==> config.mk <==
export PLATFORM = sky130hd
export DESIGN_NAME = atrp_front
export DESIGN_NICKNAME = d
export VERILOG_FILES = /design/src/rtl/core/atrp_pkg.sv /design/src/rtl/core/atrp_front.sv
export SDC_FILE = /design/constraint.sdc
export NUM_CORES = 1
export LEC_CHECK = 0
export ABC_AREA = 1
export BUFFER_PORTS_ARGS = -buffer_cell sky130_fd_sc_hd__buf_2
export CAP_MARGIN = 20
export CORE_MARGIN = 3
export CORE_UTILIZATION = 47
export CTS_BUF_LIST = sky130_fd_sc_hd__clkbuf_8 sky130_fd_sc_hd__clkbuf_16
export DETAILED_ROUTE_END_ITERATION = 10
export GPL_ROUTABILITY_DRIVEN = 1
export PLACE_DENSITY_LB_ADDON = 0.1
export SETUP_SLACK_MARGIN = 0.5
export SYNTH_ARGS = -nofsm -noshare
export SYNTH_HDL_FRONTEND = slang
export SYNTH_SLANG_ARGS = --single-unit
==> constraint.sdc <==
create_clock -name clock -period 4.15 [get_ports clock]
set_input_delay 0.415 -clock clock [delete_from_list [all_inputs] [get_ports clock]]
set_output_delay 0.415 -clock clock [all_outputs]
set_load 0.01 [all_outputs]
==> src/rtl/core/atrp_pkg.sv <==
// types, constants and arithmetic helpers of the accelerometer tilt block
// used by atrp_front, atrp_back and the top level
package atrp_pkg;

   localparam int SAMPLE_BITS_DEF  = 16;
   localparam int CORDIC_STEPS_DEF = 16;

   localparam int IN_W      = 16;
   localparam int GAIN_W    = 24;
   localparam int ANG_W     = 17;
   localparam int NORM_BITS = 30;
   localparam int RT_W      = 62;
   localparam int ROOT_ITERS = 31;
   localparam int ROOT_CNT_W = 5;
   localparam int ATAN_W    = 23;
   localparam int ATAN_IDX_W = 5;
   localparam int Z_W       = 26;
   localparam int CX_W      = 36;
   localparam int REQ_DATA_W = 88;
   localparam int RSP_DATA_W = 40;

   localparam logic [GAIN_W-1:0] X_GAIN_RST = 24'd63148;
   localparam logic [GAIN_W-1:0] Y_GAIN_RST = 24'd63084;
   localparam logic [GAIN_W-1:0] Z_GAIN_RST = 24'd58597;

   localparam logic signed [ANG_W-1:0] ANG_MAX  = 17'sd46080;
   localparam logic signed [ANG_W:0]   ANG_HI   = 18'sd46080;
   localparam logic signed [ANG_W:0]   ANG_LO   = -18'sd46080;
   localparam logic signed [Z_W-1:0]   RIGHT_Q16 = 26'sd5898240;
   localparam logic [Z_W-1:0]          HALF_LSB  = 26'd128;

   // register indexes of the configuration port
   localparam logic [1:0] CSR_X_GAIN = 2'd0;
   localparam logic [1:0] CSR_Y_GAIN = 2'd1;
   localparam logic [1:0] CSR_Z_GAIN = 2'd2;

   typedef enum logic [1:0] {
      ACT_MEASURE = 2'd0,
      ACT_ZERO    = 2'd1,
      ACT_LOAD    = 2'd2,
      ACT_NONE    = 2'd3
   } action_type;

   typedef struct packed {
      action_type               action;
      logic [IN_W-1:0]          x_sample;
      logic [IN_W-1:0]          y_sample;
      logic [IN_W-1:0]          z_sample;
      logic signed [ANG_W-1:0]  roll_load;
      logic signed [ANG_W-1:0]  pitch_load;
   } item_type;

   typedef struct packed {
      logic [RT_W-1:0] n;
      logic [RT_W-1:0] r;
   } root_type;

   typedef struct packed {
      logic signed [CX_W-1:0] x;
      logic signed [CX_W-1:0] y;
      logic signed [Z_W-1:0]  z;
   } cord_type;

   // atan(2^-i) in 2^-16 degree
   function automatic logic [ATAN_W-1:0] atan_q16(input logic [ATAN_IDX_W-1:0] idx);
      logic [ATAN_W-1:0] v;
      case (idx)
         5'd0:    v = 23'd2949120;
         5'd1:    v = 23'd1740967;
         5'd2:    v = 23'd919879;
         5'd3:    v = 23'd466945;
         5'd4:    v = 23'd234379;
         5'd5:    v = 23'd117304;
         5'd6:    v = 23'd58666;
         5'd7:    v = 23'd29335;
         5'd8:    v = 23'd14668;
         5'd9:    v = 23'd7334;
         5'd10:   v = 23'd3667;
         5'd11:   v = 23'd1833;
         5'd12:   v = 23'd917;
         5'd13:   v = 23'd458;
         5'd14:   v = 23'd229;
         5'd15:   v = 23'd115;
         5'd16:   v = 23'd57;
         5'd17:   v = 23'd29;
         5'd18:   v = 23'd14;
         5'd19:   v = 23'd7;
         5'd20:   v = 23'd4;
         5'd21:   v = 23'd2;
         5'd22:   v = 23'd1;
         default: v = '0;
      endcase
      return v;
   endfunction

   // one digit of the bit-by-bit integer square root
   function automatic root_type root_step(input logic [RT_W-1:0] n,
                                          input logic [RT_W-1:0] r,
                                          input logic [RT_W-1:0] b);
      logic [RT_W:0] trial;
      root_type      res;
      trial = {1'b0, r} + {1'b0, b};
      if ({1'b0, n} >= trial) begin
         res.n = n - trial[RT_W-1:0];
         res.r = (r >> 1) + b;
      end else begin
         res.n = n;
         res.r = r >> 1;
      end
      return res;
   endfunction

   // one vectoring rotation
   function automatic cord_type cordic_step(input cord_type c,
                                            input logic [ATAN_IDX_W-1:0] i);
      logic signed [CX_W-1:0] dx;
      logic signed [CX_W-1:0] dy;
      logic signed [Z_W-1:0]  da;
      cord_type               res;
      dx = c.y >>> i;
      dy = c.x >>> i;
      da = $signed(Z_W'(atan_q16(i)));
      if (!c.y[CX_W-1]) begin
         res.x = c.x + dx;
         res.y = c.y - dy;
         res.z = c.z + da;
      end else begin
         res.x = c.x - dx;
         res.y = c.y + dy;
         res.z = c.z - da;
      end
      return res;
   endfunction

   // clamp to [0, 90] degrees, round to 1/256 degree, force zero when nz is low, apply sign
   function automatic logic signed [ANG_W-1:0] fin_angle(input logic nz, input logic neg,
                                                        input logic signed [Z_W-1:0] z);
      logic [Z_W-1:0]          zc;
      logic [Z_W-1:0]          rs;
      logic signed [ANG_W-1:0] a;
      if (z < 0) begin
         zc = '0;
      end else if (z > RIGHT_Q16) begin
         zc = RIGHT_Q16;
      end else begin
         zc = z;
      end
      rs = zc + HALF_LSB;
      a  = $signed({2'b00, rs[22:8]});
      if (!nz) begin
         a = '0;
      end
      if (neg) begin
         a = -a;
      end
      return a;
   endfunction

   function automatic logic signed [ANG_W-1:0] sat_ang(input logic signed [ANG_W:0] v);
      logic signed [ANG_W-1:0] res;
      if (v > ANG_HI) begin
         res = ANG_MAX;
      end else if (v < ANG_LO) begin
         res = -ANG_MAX;
      end else begin
         res = v[ANG_W-1:0];
      end
      return res;
   endfunction

endpackage

==> src/rtl/core/atrp_front.sv <==
// front of the tilt block: takes request beats, decodes the action and
// holds up to two items in a queue for the back end; uses atrp_pkg
module atrp_front (
   input  logic                              clock,
   input  logic                              reset,
   input  logic                              req_tvalid,
   output logic                              req_tready,
   // x_sample, y_sample, z_sample, roll_load, pitch_load, zero fill
   input  logic [atrp_pkg::REQ_DATA_W-1:0]   req_tdata,
   // action
   input  logic [1:0]                        req_tuser,
   output atrp_pkg::item_type                q_item,
   output logic                              q_valid,
   input  logic                              q_pop
);
   import atrp_pkg::*;

   item_type    q_ff [2];
   item_type    new_item;
   logic        wr_ptr_ff, wr_ptr_in;
   logic        rd_ptr_ff, rd_ptr_in;
   logic [1:0]  cnt_ff, cnt_in;
   logic        push, pop;

   // decode the beat into an item
   always_comb begin
      new_item.action     = action_type'(req_tuser);
      new_item.x_sample   = req_tdata[15:0];
      new_item.y_sample   = req_tdata[31:16];
      new_item.z_sample   = req_tdata[47:32];
      new_item.roll_load  = $signed(req_tdata[64:48]);
      new_item.pitch_load = $signed(req_tdata[81:65]);
   end

   assign req_tready = (cnt_ff != 2'd2);
   assign push       = req_tvalid && req_tready;
   assign q_valid    = (cnt_ff != 2'd0);
   assign pop        = q_pop && q_valid;
   assign q_item     = q_ff[rd_ptr_ff];

   // queue pointers
   always_comb begin
      wr_ptr_in = push ? ~wr_ptr_ff : wr_ptr_ff;
      rd_ptr_in = pop ? ~rd_ptr_ff : rd_ptr_ff;
      cnt_in    = cnt_ff + {1'b0, push} - {1'b0, pop};
   end

   always_ff @(posedge clock) begin
      if (reset) begin
         wr_ptr_ff <= 1'b0;
         rd_ptr_ff <= 1'b0;
         cnt_ff    <= 2'd0;
      end else begin
         wr_ptr_ff <= wr_ptr_in;
         rd_ptr_ff <= rd_ptr_in;
         cnt_ff    <= cnt_in;
      end
   end

   // queue storage
   always_ff @(posedge clock) begin
      if (push) begin
         q_ff[wr_ptr_ff] <= new_item;
      end
   end

endmodule

==> flow_summary.yaml <==
cells_and_area:
  layout_commonest_cell: "buf_2"
  area.growth.synth_to_final_pct: 24.5
  fin_cells: 673
  layout_common_cells: "buf_2 (173), edfxtp_1 (168), mux2_4 (60), mux2_2 (24), clkbuf_16 (17)"
  final_net_count: 580
  finalInstanceArea_um2: 8150
  drive_gt1_frac: 0.579
  diodes: 0
worst_setup_path:
  reg2reg_depth: 5
  worstPathRequired_ns: 3.73
  start_kind: "flip-flop"
  cp.arrival_ns: 2.18
  worstSetupEndpointType: "output pin"
  r2r_start: "cnt_ff[0]"
  crit_path_max_fanout: 44
  rrSetupSlack_ns: 1.96
  path_class: "flip-flop to output pin"
  r2r_end: "q_ff[1][61]"
clocking:
  cts_sinks: 173
  cts_tree: "done"
  cts_htree_levels: 4
  cts_resized: 0
  cts_setup_buffers: 0
  ctsHoldBuffers: 0
  cts_buffers: 17
  cts_root_buf: "clkbuf_16"
  clk_path_buf_depth: 2
  clk_latency_ns: 0.41
  path_clk_slew_ns: 0.06
min_path:
  hold_end: "cnt_ff[0]"
  worstHoldStart: "reset"
  hold_path.class: "primary input to flip-flop"
  whs_path_depth: 2
timing:
  maxClockFrequency_mhz: 385
  final-setup-viol-count: 0
  rsz0062_at_grt: "no"
  tns_ns: 0
  worst_pin_slew_ns: 0.761
  relSlewSlack: 0.493
  layout_setup_ws_ns: 1.56
  worst_clock_skew_ns: 0.00522
  slew_violations: 0
  hold_violations: 0
  min_period_ns: 2.59
  fin_crit_sh: 0.625
placement:
  dpl_cell_area_um2: 7610
  gp_congestion: 0.766
  hpwl_mm: 7.42
  post-place-ws_ns: 1.89
  post-place-cells: 641
  port_buffers: 173
grt:
  antenna_found_initial: 0
  grt_max_degree: 67
  grt_pass1_wl_mm: 16.6
  grt_overflow_total: 0
  grt_usage: 0.149
  grt_pass1_vias: 3328
floorplanning:
  start_util: 0.487
  rows: 42
  chipHeight_um: 124
  ios: 180
  dieArea_um2: 15400
  die_w_um: 124
  core-area_um2: 13500
power:
  p_per_area_nw_per_um2: 605
  ir_drop_mv: 0.349
  p_leak_nw: 3.23
  power_mw: 4.93
detailed_routing:
  routed_via_density: 4.82
  met1_length_mm: 4.38
  wl_mm: 11.3
  ant_nets: 0
  met2_length_mm: 5.80
  num_vias: 3244
  route.detailed.drc: 0
  wl_met3_um: 925
  drt_pass1_iterations: 5
  wire_per_inst_um: 16.8
  top_layer_used: "met4"
  initialDrtViolationCount: 176
synth:
  ys_seq_area_frac: 0.786
  synth_warnings: 0
  syn_inst: 298
  synth_seq_cells: 173
  syn-cell-area_um2: 6550
  ys_types: 12
  synth_fp_nets: 394
  synth_largest_area_cell: "edfxtp_1"
  netlist_top_cells_area: "edfxtp_1 (77%), mux2_4 (14%), mux2_2 (4.1%), dfxtp_1 (1.5%), buf_6 (1.2%)"
  synth_top_area_frac: 0.770
  synth_area_per_cell_um2: 22.0
run_status:
  status: "finished, final reports clean"
job:
  maxCapViolations: 0
[metrics by stage]
| step | hold slack (ns) | util |
|---|---|---|
| after floorplan | 0.467 | - |
| after global placement | 0.485 | 0.565 |
| after detailed placement | 0.508 | 0.565 |
| after CTS | 0.154 | 0.606 |
| after global routing | 0.159 | 0.606 |
| final | 0.179 | 0.606 |
[layer usage]
metal,up-vias,global-route usage
li1,1532,-
met1,1580,0.167
met2,116,0.250
met3,16,0.0563
met4,0,0.0719
met5,-,0
[area by class of cell]
class / instances / area, um^2
fillers: 1058 / 5300
flip-flops and latches: 173 / 5150
multi-input cells: 108 / 1290
repair buffers: 176 / 913
clock buffers: 17 / 425
well taps: 176 / 220
clock inverters: 15 / 119
inverters: 8 / 31.3
[sequential cells by signal, indices dropped and copies added, names as in the netlist, named ones only]
register,cells
wr_ptr_ff,1
q_ff,168
rd_ptr_ff,1
cnt_ff,2
[logic make-up (layout without fill, tap and decap cells)]
| family | after synthesis | in the layout | synth area share |
|---|---|---|---|
| DFF | 173 | 173 | 0.786 |
| muxes | 84 | 84 | 0.179 |
| and+or+nand+nor | 20 | 20 | 0.0120 |
| buffers and inverters | 17 | 216 | 0.0182 |
| adders and majority gates | 2 | 2 | 0.00382 |
| AOI/OAI and AO/OA | 2 | 2 | 0.00153 |
[Yosys cell counts (all sizes together)]
cell,number
edfxtp,168
mux2,84
buf,9
nor2,9
inv,8
nand2,8
dfxtp,5
nand3,3
a21oi,2
ha,2
[critical path: stages, from the launching register on]
cell and delay (ns):
dfxtp_4 0.82, buf_12 0.37, mux2_2 0.38, buf_2 0.14
[where the power goes]
| group | switching [mW] | internal [mW] | leakage, nW | total [mW] |
|---|---|---|---|---|
| clock network | 0.586 | 0.863 | 0.295 | 1.45 |
| logic | 0.555 | 0.590 | 1.32 | 1.15 |
| registers | 0.122 | 2.21 | 1.61 | 2.33 |
| total | 1.26 | 3.67 | 3.23 | 4.93 |
[how the worst max path moves through the flow]
stage          startpoint          end  slack (ns)  cells past startpoint
2_1_floorplan   cnt_ff[0]   q_ff[0][0]        0.90                      4
3_3_place_gp   req_tvalid  q_ff[1][61]        1.91                      4
3_5_place_dp    cnt_ff[0]  q_ff[1][68]        1.89                      5
4_1_cts         flip-flop   q_item[83]        1.49                      3
5_1_grt         flip-flop   q_item[15]        1.43                      3
6_report        flip-flop   q_item[83]        1.56                      3
Power figures use the tool's default switching activity.
